===== src/rtl/core/spi_lse_pkg.sv =====
// shared types and constants for the spi pin level shift engine
package spi_lse_pkg;

  localparam int unsigned MaxWordBitsDefault = 31;
  localparam int unsigned CountW             = 5;
  localparam int unsigned CfgIdxW            = 2;
  localparam int unsigned CfgDataW           = 5;
  localparam int unsigned ActionW            = 2;

  localparam logic [CountW-1:0] WordBitsReset = CountW'(8);

  typedef enum logic [ActionW-1:0] {
    ActClock = 2'd0,
    ActMosi  = 2'd1,
    ActQuery = 2'd2,
    ActRsvd  = 2'd3
  } action_e;

  typedef enum logic [CfgIdxW-1:0] {
    RegPolarity = 2'd0,
    RegPhase    = 2'd1,
    RegWordBits = 2'd2,
    RegNone     = 2'd3
  } reg_idx_e;

  // one configuration write request
  typedef struct packed {
    logic                en;
    logic [CfgIdxW-1:0]  index;
    logic [CfgDataW-1:0] data;
  } cfg_wr_t;

endpackage


===== src/rtl/core/spi_lse_core.sv =====
// pin state, shift registers and per-event update of the spi slave engine
module spi_lse_core #(
  parameter int unsigned MaxWordBits = spi_lse_pkg::MaxWordBitsDefault
) (
  input  logic                                clk_i,
  input  logic                                rst_ni,
  input  spi_lse_pkg::cfg_wr_t                cfg_wr_i,
  input  logic                                step_i,
  input  logic [spi_lse_pkg::ActionW-1:0]     action_i,
  input  logic                                level_i,
  input  logic [MaxWordBits-1:0]              reply_word_i,
  output logic                                miso_level_o,
  output logic                                word_done_o,
  output logic [MaxWordBits-1:0]              sent_word_o
);

  localparam int unsigned CntW = spi_lse_pkg::CountW;

  logic            pol_q, pol_d;
  logic            pha_q, pha_d;
  logic [CntW-1:0] wbits_q, wbits_d;

  logic                   clk_lvl_q, clk_lvl_d;
  logic                   mosi_q, mosi_d;
  logic                   miso_q, miso_d;
  logic                   in_word_q, in_word_d;
  logic [MaxWordBits-1:0] tx_q, tx_d;
  logic [CntW-1:0]        tx_cnt_q, tx_cnt_d;
  logic [MaxWordBits-1:0] rx_q, rx_d;
  logic [CntW-1:0]        rx_cnt_q, rx_cnt_d;

  logic                   leading;
  logic                   act;
  logic [MaxWordBits-1:0] rx_s;
  logic [CntW-1:0]        rx_c;
  logic [MaxWordBits:0]   rx_ext;
  logic                   done;
  logic [MaxWordBits-1:0] sent;

  always_comb begin
    pol_d     = pol_q;
    pha_d     = pha_q;
    wbits_d   = wbits_q;
    clk_lvl_d = clk_lvl_q;
    mosi_d    = mosi_q;
    miso_d    = miso_q;
    in_word_d = in_word_q;
    tx_d      = tx_q;
    tx_cnt_d  = tx_cnt_q;
    rx_d      = rx_q;
    rx_cnt_d  = rx_cnt_q;
    leading   = 1'b0;
    act       = 1'b0;
    rx_s      = rx_q;
    rx_c      = rx_cnt_q;
    rx_ext    = '0;
    done      = 1'b0;
    sent      = '0;

    if (step_i) begin
      if (spi_lse_pkg::action_e'(action_i) == spi_lse_pkg::ActMosi) begin
        mosi_d = level_i;
      end else if (spi_lse_pkg::action_e'(action_i) == spi_lse_pkg::ActClock &&
                   level_i != clk_lvl_q) begin
        leading   = (level_i != pol_q);
        act       = 1'b1;
        clk_lvl_d = level_i;
        if (!in_word_q) begin
          in_word_d = 1'b1;
          rx_s      = '0;
          rx_c      = '0;
          // phase 1: first edge only opens the word
          if (pha_q) act = 1'b0;
        end
        if (act) begin
          if (leading == !pha_q) begin
            rx_ext = {rx_s, mosi_q};
            rx_s   = rx_ext[MaxWordBits-1:0];
            rx_c   = rx_c + 1'b1;
          end else if (tx_cnt_q != '0) begin
            miso_d   = tx_q[0];
            tx_d     = tx_q >> 1;
            tx_cnt_d = tx_cnt_q - 1'b1;
          end
          if (rx_c == wbits_q) begin
            done      = 1'b1;
            sent      = rx_s;
            tx_d      = reply_word_i;
            tx_cnt_d  = wbits_q;
            in_word_d = 1'b0;
          end
        end
        rx_d     = rx_s;
        rx_cnt_d = rx_c;
      end
    end

    if (cfg_wr_i.en) begin
      unique case (spi_lse_pkg::reg_idx_e'(cfg_wr_i.index))
        spi_lse_pkg::RegPolarity: begin
          pol_d     = cfg_wr_i.data[0];
          clk_lvl_d = cfg_wr_i.data[0];
        end
        spi_lse_pkg::RegPhase:    pha_d   = cfg_wr_i.data[0];
        spi_lse_pkg::RegWordBits: wbits_d = cfg_wr_i.data[CntW-1:0];
        default: ;
      endcase
    end
  end

  always_ff @(posedge clk_i or negedge rst_ni) begin
    if (!rst_ni) begin
      pol_q     <= 1'b0;
      pha_q     <= 1'b0;
      wbits_q   <= spi_lse_pkg::WordBitsReset;
      clk_lvl_q <= 1'b0;
      mosi_q    <= 1'b0;
      miso_q    <= 1'b0;
      in_word_q <= 1'b0;
      tx_q      <= '0;
      tx_cnt_q  <= '0;
      rx_q      <= '0;
      rx_cnt_q  <= '0;
    end else begin
      pol_q     <= pol_d;
      pha_q     <= pha_d;
      wbits_q   <= wbits_d;
      clk_lvl_q <= clk_lvl_d;
      mosi_q    <= mosi_d;
      miso_q    <= miso_d;
      in_word_q <= in_word_d;
      tx_q      <= tx_d;
      tx_cnt_q  <= tx_cnt_d;
      rx_q      <= rx_d;
      rx_cnt_q  <= rx_cnt_d;
    end
  end

  assign miso_level_o = miso_d;
  assign word_done_o  = done;
  assign sent_word_o  = sent;

endmodule


===== src/rtl/core/spi_pin_level_shift_engine.sv =====
// spi slave shift engine driven by pin events, top level with stream ports
// Each request is one pin event (clock level, data-out level or a data-in query) and yields
// one response carrying the data-in pin level after the event. A request is taken every
// cycle while the response register is empty or being drained; the response appears in the
// cycle after acceptance, set by the single response register behind the state update.
// Configuration writes are taken at any time (cfg_ready_o is always high) but are meant
// to happen only while no request is outstanding.
module spi_pin_level_shift_engine #(
  parameter int unsigned MaxWordBits = spi_lse_pkg::MaxWordBitsDefault
) (
  input  logic                                   clk_i,
  input  logic                                   rst_ni,
  input  logic                                   cfg_valid_i,
  output logic                                   cfg_ready_o,
  input  logic [spi_lse_pkg::CfgIdxW-1:0]        cfg_index_i,
  input  logic [spi_lse_pkg::CfgDataW-1:0]       cfg_data_i,
  input  logic                                   s_axis_tvalid,
  output logic                                   s_axis_tready,
  // bit 0 level, then reply_word
  input  logic [((MaxWordBits+8)/8)*8-1:0]       s_axis_tdata,
  // action
  input  logic [spi_lse_pkg::ActionW-1:0]        s_axis_tuser,
  output logic                                   m_axis_tvalid,
  input  logic                                   m_axis_tready,
  // bit 0 miso_level, then sent_word
  output logic [((MaxWordBits+8)/8)*8-1:0]       m_axis_tdata,
  // word_done
  output logic                                   m_axis_tuser
);

  spi_lse_pkg::cfg_wr_t cfg_wr;
  logic                   accept;
  logic                   miso;
  logic                   done;
  logic [MaxWordBits-1:0] sent;

  logic                   out_valid_q;
  logic                   out_miso_q;
  logic                   out_done_q;
  logic [MaxWordBits-1:0] out_sent_q;

  assign cfg_ready_o  = 1'b1;
  assign cfg_wr.en    = cfg_valid_i;
  assign cfg_wr.index = cfg_index_i;
  assign cfg_wr.data  = cfg_data_i;

  assign s_axis_tready = !out_valid_q || m_axis_tready;
  assign accept        = s_axis_tvalid && s_axis_tready;

  spi_lse_core #(
    .MaxWordBits(MaxWordBits)
  ) u_core (
    .clk_i       (clk_i),
    .rst_ni      (rst_ni),
    .cfg_wr_i    (cfg_wr),
    .step_i      (accept),
    .action_i    (s_axis_tuser),
    .level_i     (s_axis_tdata[0]),
    .reply_word_i(s_axis_tdata[MaxWordBits:1]),
    .miso_level_o(miso),
    .word_done_o (done),
    .sent_word_o (sent)
  );

  always_ff @(posedge clk_i or negedge rst_ni) begin
    if (!rst_ni) begin
      out_valid_q <= 1'b0;
    end else if (accept) begin
      out_valid_q <= 1'b1;
    end else if (m_axis_tready) begin
      out_valid_q <= 1'b0;
    end
  end

  // response payload, no reset needed
  always_ff @(posedge clk_i) begin
    if (accept) begin
      out_miso_q <= miso;
      out_done_q <= done;
      out_sent_q <= sent;
    end
  end

  always_comb begin
    m_axis_tdata                = '0;
    m_axis_tdata[0]             = out_miso_q;
    m_axis_tdata[MaxWordBits:1] = out_sent_q;
  end

  assign m_axis_tvalid = out_valid_q;
  assign m_axis_tuser  = out_done_q;

endmodule


===== config.mk =====
export PLATFORM = sky130hd
export DESIGN_NAME = spi_pin_level_shift_engine
export DESIGN_NICKNAME = d
export VERILOG_FILES = /design/src/rtl/core/spi_lse_pkg.sv /design/src/rtl/core/spi_lse_core.sv /design/src/rtl/core/spi_pin_level_shift_engine.sv
export SDC_FILE = /design/constraint.sdc
export NUM_CORES = 1
export LEC_CHECK = 0
export ABC_AREA = 1
export BUFFER_PORTS_ARGS = -buffer_cell sky130_fd_sc_hd__clkbuf_2
export CAP_MARGIN = 20
export CORE_MARGIN = 2
export CORE_UTILIZATION = 44
export DETAILED_ROUTE_END_ITERATION = 12
export RECOVER_POWER = 100
export SLEW_MARGIN = 40
export SYNTH_ARGS = -nofsm -noshare
export SYNTH_HDL_FRONTEND = slang
export SYNTH_SLANG_ARGS = --single-unit

===== constraint.sdc =====
create_clock -name clk_i -period 6.48 [get_ports clk_i]
set_input_delay 1.944 -clock clk_i [delete_from_list [all_inputs] [get_ports clk_i]]
set_output_delay 1.944 -clock clk_i [all_outputs]
set_load 0.01 [all_outputs]

==> results.cfg <==
[clock_network]
clock_path_buffers = 2
cts_sinks = 117
htree_num_levels = 4
cts_setup_buffers = 0
hold_buffers = 0
cts.repair.resized = 0
clockRootBuffer = clkbuf_16
numCtsBuffers = 17
clkTransAtPathRegs_ns = 0.05
worstSkewPairLatency_ns = 0.41
cts_tree = built

[power_and_ir_drop]
switching_share_pct = 34.3
peakVddDrop_v = 0.000167
pwr_density_cell_mw_per_mm2 = 394
power_frac_clock_pct = 33.9
p_int_mw = 1.76
seq_power_share_pct = 37.3
p_switching_mw = 0.917
power_frac_comb_pct = 28.8
p_leak_nw = 3.44

[die]
rows = 42
io_pins = 82
core_area_mm2 = 0.0131
die_w_um = 119
die-area_mm2 = 0.0143
die_y_um = 119
start_util_pct = 44.7

[global_routing]
grt-ovfl-total = 0
grt_pass1_wl_um = 21300
grt_start_max_net_pins = 69
track_usage_pct = 18.7
antenna_found_initial = 0
grt_pass1_vias = 4766

[cells_and_area]
drive_gt1_share_pct = 11.5
area_delta_synth_final_pct = 15.8
final_cell_mix = nand2_1 (279), dfrtp_1 (83), o21ai_0 (69), nand3_1 (50), nor2_1 (47)
nNetsFinal = 828
layout_commonest_cell = nand2_1
antenna_cells = 0

[yosys]
synth.avg_cell_area_um2 = 8.17
ys_types = 32
synth_edf_count = 33
yosysSeqAreaShare_pct = 52.7
synthArstFlopShare_pct = 71.8
synth_ff_type = dfrtp_1
synth_seq_cells = 117
synth_fp_nets = 767
yosysWarnings = 0
netlist_area_mm2 = 0.00587
syn_inst = 718

[route]
drt_iter0_markers = 317
wl_per_cell_um = 12.9
wirelength_um = 12500
via_count = 4864
vias_per_cell = 5.03
ant_nets = 0
drc_errors = 0
firstDrtPassIters = 4

[place]
place_congestion = 0.747
dpl.hpwl_um = 7820
port_buffers = 80

[sta]
hold_viol_final = 0
finalCriticalPeriod_ns = 5.26
tightest_slew_ns = 2.40
hold_ws_ns = 0.485
slew_violations = 104
relSlewSlack_pct = -60.1
setup_viol = 0
fin_tns_setup_ns = 0
fin_skew_ns = 0.00796
rsz0062_at_grt = no
max_freq_ghz = 0.190
finalCritPeriodShare_pct = 81.2

[setup_path]
crit_path_end_kind = register
reg2reg_slack_ns = 2.59
regToRegEndpoint = u_core.tx_q[2]$_DFFE_PN0P_
start_kind = input pin
ff2ff_path_depth = 8
worstSetupPathType = input pin to register
worstPathArrival_ns = 5.61
r2r_start = u_core.pol_q$_DFFE_PN0P_
path_max_fanout = 42
required_ns = 6.83

[run_status]
violations = capacitance limit, slew limit
status = finished with violations

[job]
maxCapViolCount = 2

[min_path]
min-delay-start = u_core.rx_q[3]$_DFFE_PN0P_
hp-class = register to register
hold_depth = 2
min_to = u_core.rx_q[3]$_DFFE_PN0P_
-- sequential cells by signal, summed over array words and instances (netlist names) --
name,cells
u_core.rx_q,31
u_core.clk_lvl_q,1
u_core.in_word_q,1
u_core.tx_cnt_q,5
m_axis_tuser,1
out_miso_q,1
u_core.wbits_q,5
u_core.tx_q,31
u_core.pol_q,1
u_core.mosi_q,1
u_core.miso_q,1
m_axis_tvalid,1
u_core.rx_cnt_q,5
out_sent_q,31
u_core.pha_q,1
-- worst max path at each step --
| stage | startpoint | end | slack, ns |
|---|---|---|---|
| global placement | s_axis_tdata[0] | m_axis_tuser$_SDFFCE_PP0P_ | 1.45 |
| finish | s_axis_tdata[0] | u_core.tx_q[2]$_DFFE_PN0P_ | 1.22 |
| floorplan | m_axis_tready | out_miso_q$_DFFE_PP_ | 2.20 |
| global route | s_axis_tdata[0] | u_core.tx_q[28]$_DFFE_PN0P_ | 0.74 |
| CTS | s_axis_tdata[0] | out_sent_q[8]$_SDFFCE_PP0P_ | 1.85 |
| detailed placement | s_axis_tdata[0] | out_sent_q[8]$_SDFFCE_PP0P_ | 1.42 |
-- per-layer routing --
layer	part of all wire, %	GRT usage, %	wire [um]	vias up
li1	-	-	-	2477
met1	47	24.0	5840	2264
met2	48	29.8	5960	107
met3	4.2	4.41	524	16
met4	1.3	8.97	167	0
met5	0	0	0	-
-- synth_stat cells (all sizes together), types with 4 or more instances --
cell    number  area share (%)
buf         32             3.6
inv         37             2.4
clkbuf      14            0.90
nand2      285              19
edfxtp      33              17
nor2        49             3.6
a21oi        4            0.34
dfrtp       83              35
o21ai       69             5.9
nand3       53             5.0
xor2         4            0.60
nand4       36             3.8
-- power groups by stage --
stage | sequential, mW | clock (mW) | combinational, mW
after floorplan | 0.994 | 0 | 0.614
after global placement | 1.00 | 0 | 0.755
after detailed placement | 1.01 | 0 | 0.770
after CTS | 0.997 | 0.927 | 0.776
after global routing | 1.02 | 0.958 | 0.898
final | 0.998 | 0.907 | 0.769
-- logic make-up (layout without fill, tap and decap cells) --
group                      Yosys count  count (layout)  share of synthesized area (%)
and+or+nand+nor                    428             428                           31.5
DFF                                117             117                           52.7
buffers and inverters               83             156                           6.85
AOI/OAI and AO/OA                   79              79                           7.00
xor gates and xnor gates             4               4                          0.597
adders and majority gates            3               3                          0.640
muxes                                3               3                          0.576
other                                1               1                         0.0639
-- through the flow --
| stage | utilization [%] | power (mW) | instances | worst slack (ns) | area, um^2 |
|---|---|---|---|---|---|
| finish | 51.7 | 2.67 | 967 | 1.22 | 6800 |
| global route | 51.7 | 2.87 | 967 | 0.740 | 6800 |
| CTS | 52.3 | 2.70 | 967 | 1.85 | 6870 |
| detailed placement | 47.9 | 1.78 | 936 | 1.42 | 6300 |
| global placement | 47.9 | 1.76 | 936 | 1.45 | 6290 |
| floorplan | - | 1.61 | 718 | 2.20 | 5870 |
-- layout make-up --
type                       count  area, um^2
fill                        1279        6340
tap                          176         220
clock inverter                 5        75.1
timing repair buffer          88         404
inverter                      37         139
clock buffer                  26         499
sequential                   117        3090
multi-input combinational    518        2360
-- worst max-delay path, cell delays in order --
cell	delay (ns)
clkbuf_1	0.20
inv_2	0.07
nand2_1	0.08
nand3_1	0.16
nand2_1	0.97
nand3_1	1.02
nand2_2	0.90
nand2_1	0.15
nand2_1	0.09
Power figures use the tool's default switching activity.
